File: src/sv/tli_pkg.sv
package tli_pkg;

	// table geometry
	localparam int TABLE_DEPTH = 1024;
	localparam int AW = $clog2(TABLE_DEPTH);
	localparam int CW = AW + 1;

	// field widths fixed by the interface
	localparam int CFG_W = 11;
	localparam int IDX_W = 10;
	localparam int DW = 32;

	// serial divider, two quotient bits per cycle
	localparam int DIV_BITS = 2;
	localparam int DIV_STEPS = DW / DIV_BITS;
	localparam int DIV_CNT_W = $clog2(DIV_STEPS);

	typedef enum logic {
		ACT_LOAD = 1'b0,
		ACT_QUERY = 1'b1
	} action_t;

	typedef struct packed {
		logic action;
		logic [IDX_W-1:0] entry_index;
		logic [DW-1:0] energy;
		logic [DW-1:0] value_in;
	} in_item_t;

	typedef struct packed {
		logic [DW-1:0] value_out;
		logic no_data;
	} out_item_t;

	typedef enum logic [1:0] {
		OP_LOAD,
		OP_DROP,
		OP_QUERY,
		OP_EMPTY
	} op_kind_t;

	typedef struct packed {
		op_kind_t kind;
		logic [AW-1:0] index;
		logic [DW-1:0] energy;
		logic [DW-1:0] value;
	} op_t;

	typedef enum logic [3:0] {
		S_IDLE,
		S_FIRST,
		S_LAST,
		S_SRCH_RD,
		S_SRCH_CMP,
		S_INTERP,
		S_MUL,
		S_DIV,
		S_FIX,
		S_OUT
	} state_t;

endpackage

File: src/sv/tli_queue.sv
module tli_queue (
	input logic clk,
	input logic arst_n,
	input logic push,
	input tli_pkg::op_t push_op,
	output logic full,
	input logic pop,
	output logic valid,
	output tli_pkg::op_t head
);
	import tli_pkg::*;

	op_t slot_q [2];
	logic wr_ptr_q;
	logic rd_ptr_q;
	logic [1:0] count_q;

	// pointers and fill count
	always_ff @(posedge clk or negedge arst_n) begin
		if (!arst_n) begin
			wr_ptr_q <= 1'b0;
			rd_ptr_q <= 1'b0;
			count_q <= '0;
		end else begin
			if (push) begin
				wr_ptr_q <= ~wr_ptr_q;
			end
			if (pop) begin
				rd_ptr_q <= ~rd_ptr_q;
			end
			if (push && !pop) begin
				count_q <= count_q + 2'd1;
			end else if (pop && !push) begin
				count_q <= count_q - 2'd1;
			end
		end
	end

	// storage
	always_ff @(posedge clk) begin
		if (push) begin
			slot_q[wr_ptr_q] <= push_op;
		end
	end

	assign full = count_q == 2'd2;
	assign valid = count_q != 2'd0;
	assign head = slot_q[rd_ptr_q];

endmodule

File: config.mk
export PLATFORM = sky130hd
export DESIGN_NAME = tli_queue
export DESIGN_NICKNAME = d
export VERILOG_FILES = /design/src/sv/tli_pkg.sv /design/src/sv/tli_queue.sv
export SDC_FILE = /design/constraint.sdc
export NUM_CORES = 1
export LEC_CHECK = 0
export BUFFER_PORTS_ARGS = -buffer_cell sky130_fd_sc_hd__buf_2
export CAP_MARGIN = 10
export CORE_MARGIN = 2
export CORE_UTILIZATION = 45
export CTS_CLUSTER_SIZE = 8
export DETAILED_ROUTE_END_ITERATION = 10
export HOLD_SLACK_MARGIN = 0.06
export PLACE_DENSITY = 0.7
export SLEW_MARGIN = 20
export SYNTH_ARGS = -nofsm -noshare
export SYNTH_HDL_FRONTEND = slang
export SYNTH_SLANG_ARGS = --single-unit
File: constraint.sdc
create_clock -name clk -period 5.2 [get_ports clk]
set_input_delay 0.78 -clock clk [delete_from_list [all_inputs] [get_ports clk]]
set_output_delay 0.78 -clock clk [all_outputs]
set_load 0.05 [all_outputs]
==> Word-level counts from Yosys, hierarchy flattened <==
Memory sizes are Yosys's and may differ from the RTL's.
Cells that the tools add are included.
{ "classes": {"eq_ne": 1, "addsub": 2, "mux": 4, "n_reduce_logical": 6, "bitwise_logic": 2} }
{ "op_table": {"columns": ["op", "n"], "rows": [
  ["two-way mux 2 bit", 2],
  ["nonzero test 2 bit", 2],
  ["adder 2 x 1 -> 2 bit (second input constant)", 1],
  ["equality test 2 bit (second input constant)", 1],
  ["logical AND 1 bit", 2],
  ["zero test 1 bit", 2],
  ["two-way mux 1 bit", 2],
  ["inverter 1 bit", 2],
  ["subtractor 2 x 1 -> 2 bit (second input constant)", 1]
]} }
{ "totals": {"regBits": 4, "wordCells": 19, "ramBits": 152, "in_bits": 80, "memories": 1} }
{ "memory_table": {"columns": ["name", "words", "word_bits", "rd", "rd_ports_with_merged_regs", "write_ports", "line_no", "rtl"], "rows": [
  ["slot_q", 2, 76, 1, 0, 1, "tli_queue.sv:13", "op_t slot_q [2];"]
]} }

==> Depth between registers and ports, before layout <==
{ "depth": {"word_depth": 4, "ltp_mapped": 5} }

==> Worst setup path after synthesis <==
No wires, ideal clock.
{ "synth_path": {"path_kind": "input -> register", "startpoint": "input push", "endpoint": "memory slot_q[0][0] in the netlist's numbering, enable pin", "path_slack_ps": 573, "required_ps": 4680, "arrival_time_ps": 4107, "n_path_buf": 0, "stages": 1, "cell_sequence": "nor2b_1"} }
{ "synth_via": {"elab_chain_len": 2} }
{ "synth_rtl": {"columns": ["element", "line_no", "rtl"], "rows": [
  ["start, declared", "tli_queue.sv:4", "input logic push,"],
  ["two-way mux 1 bit", "tli_queue.sv:41", "if (push) begin"],
  ["two-way mux 1 bit (not written as such)", "tli_queue.sv:42", "slot_q[wr_ptr_q] <= push_op;"],
  ["end, declared", "tli_queue.sv:13", null]
]} }
Every way passes these cells.

==> reports/results.txt <==
footprint of the multi-input gates = 1060 um2
initial antenna violation count = 1
clock period minus final worst setup slack = 3.28 ns
port bufs = 157
count of endpoints failing setup in the final report = 0
diode insertion count for antenna repair = 0
most frequent standard cell in the layout excluding fill and tap cells = sky130_fd_sc_hd__buf_2
number of placed instances, taps included = 575
average footprint of a synthesized cell = 23.0 um2
area taken by flip-flops and latches = 4670 um2
floorplan die height = 118 um
clock skew after layout = 0.00380 ns
Congestion Overflow GR = 0
core box area = 12600 um2
Max-cap violations = 0
Net count, final = 504
worst slew slack as a fraction of its limit = 32.2%
share of the clock period used by the worst path after layout = 63.0%
sum of met2 wire segment lengths after detailed routing = 4.78 mm
number of distinct library cells after synthesis = 15
total length of routed met3 wires = 709 um
unrepaired setup endpoints after global routing = no
number of sinks on the clock net = 156
number of instances resized during post-cts repair = 0
post-route cell area = 7320 um2
mean number of vias per cell = 4.77
maximum level of the CTS H-tree = 4
mean routed wirelength per cell = 16.2 um
R2R cell count = 2
Critical Path Start Type = register
Hold Vio Cnt, Final = 0
standard-cell rows = 41
yosys warns = 0
Num CTS Buffers = 17
growth of design area from synthesis to finish = 26.0%
overall power of the completed layout = 4.79 mW
dpl hpwl = 6.11 mm
PwrDens = 654 nW/um2
Finished Core Util = 58.0%
highest fanout seen on the critical path = 43
Arrival @ worst endpoint = 2.50 ns
post-synthesis sequential area ratio = 80.3%
highest signal layer in the routed design = met5
placed instance area = 6750 um2
global-route total usage across every layer = 14.9%
syn_nets = 334
post-CTS setup buffers = 0
number of vias in the routed layout = 2900
number of design rule violations left after detail routing = 0
full die area = 13800 um2
Max Fclk = 305 MHz
maximum number of pins on one net before global-route repair = 77
required time at the endpoint of the critical path = 4.42 ns
post-CTS clock slew at the launch and capture registers of the worst setup and hold paths = 0.06 ns
Clock Tree Buf Depth = 2
Setup crit end kind = output port
commonest cells after routing, fill and taps aside = 157 x sky130_fd_sc_hd__buf_2, 152 x sky130_fd_sc_hd__edfxtp_1, 46 x sky130_fd_sc_hd__mux2_2, 30 x sky130_fd_sc_hd__mux2_4, 17 x sky130_fd_sc_hd__clkbuf_16
Worst Hold Class = in -> async
insertion delay of the later-clocked pin in the worst-skew pair = 0.41 ns
Mapped Cells = 253
non-filler instance count after layout = 608
Starting Density = 46.0%
static power due to leakage = 2.86 nW
TritonCTS clock tree = done
share of post-route cells with drive strength above 1 = 60.3%
Final Slew Violations = 0
count of pins on the block boundary = 158
CTS Root Cell = sky130_fd_sc_hd__clkbuf_16
first-iteration detailed-routing DRC count = 154
via count of the first global-routing pass = 3153
count of hold buffers inserted by post-cts repair = 0
peak ir drop on the vdd network = 0.410 mV
DIE WIDTH = 118 um
reg-to-reg setup timing slack = 3.43 ns
total of fill cells in the finished design = 1021
number of detailed-route iterations in the first pass = 4
Met1 Wirelength = 4.13 mm
flop and latch count out of synthesis = 156
wire length of the first global-routing pass = 15.6 mm
Antenna Violating Nets Remaining = 0
weighted congestion reported at the end of routability-driven placement = 0.702
Post-Syn Area = 5810 um2
type of the worst setup path = reg -> out
Sum Neg Setup Slack = 0 ns
slew at the pin closest to its max-slew limit = 1.02 ns
WL final = 9.85 mm
outcome = complete, no violations
[power by group]
part | total, mW | internal, mW | leakage, nW | switching (mW)
sequential | 1.82 | 1.67 | 1.47 | 0.146
combinational | 1.84 | 0.559 | 1.12 | 1.28
clock | 1.13 | 0.697 | 0.266 | 0.437
total | 4.79 | 2.93 | 2.86 | 1.86
[final timing paths]
check | from | to
max | rd_ptr_q | head[17]
min | arst_n | count_q[0]
max reg2reg | rd_ptr_q | rd_ptr_q
min reg2reg | count_q[1] | count_q[1]
max in group asynchronous | arst_n | rd_ptr_q
min in group clk | count_q[1] | count_q[1]
[final cells by class]
cell class	count	share of cell area, %
Clock buffer	22	6.07
Multi-Input combinational cell	87	14.5
Clock inverter	10	1.35
Tap cell	172	2.94
Timing Repair Buffer	160	11.3
Sequential cell	156	63.8
Inverter	1	0.0513
[through the flow]
| step | hold slack (ns) | setup slack [ns] |
|---|---|---|
| after floorplan | 0.447 | 0.573 |
| after global placement | 0.469 | 2.30 |
| after global routing | 0.155 | 1.78 |
| final | 0.165 | 1.92 |
| after CTS | 0.144 | 1.85 |
| after detailed placement | 0.473 | 2.31 |
[layer usage]
metal	GRT usage (%)	vias to the layer above
li1	-	1344
met1	16.9	1424
met2	24.8	113
met3	5.72	17
met4	7.15	2
met5	0	-
[synth_stat cells]
master                       n  area [um2]
sky130_fd_sc_hd__buf_6       2        22.5
sky130_fd_sc_hd__xor2_1      4        35.0
sky130_fd_sc_hd__edfxtp_1  152        4560
sky130_fd_sc_hd__dfrtp_1     4         100
sky130_fd_sc_hd__ha_1        1        12.5
sky130_fd_sc_hd__mux2_2     46         518
sky130_fd_sc_hd__nor2_1      1        3.75
sky130_fd_sc_hd__and2_1      1        6.26
sky130_fd_sc_hd__mux2_4     30         450
sky130_fd_sc_hd__inv_1       1        3.75
sky130_fd_sc_hd__xnor2_1     1        8.76
sky130_fd_sc_hd__nor2b_1     2        12.5
sky130_fd_sc_hd__buf_8       3        45.0
sky130_fd_sc_hd__or2_2       1        6.26
sky130_fd_sc_hd__buf_2       4        20.0
[state kept, by name, summed over array words and instances, names as in the netlist]
name and cells:
slot_q 152, rd_ptr_q 1, wr_ptr_q 1, count_q 2
[worst max-delay path, stage by stage (launching register included)]
cell and delay (ns):
sky130_fd_sc_hd__dfrtp_4 0.90, sky130_fd_sc_hd__buf_4 0.52, sky130_fd_sc_hd__mux2_2 0.40, sky130_fd_sc_hd__buf_2 0.21
[logic make-up after synthesis]
kind of cell	share of synthesized area, %
AND/OR/NAND/NOR	0.495
buffers and inverters	1.57
adder cells (fa/ha/maj)	0.215
flip-flops	80.3
multiplexers	16.7
XOR/XNOR	0.754
No activity file was read; power rests on OpenSTA's default activity.
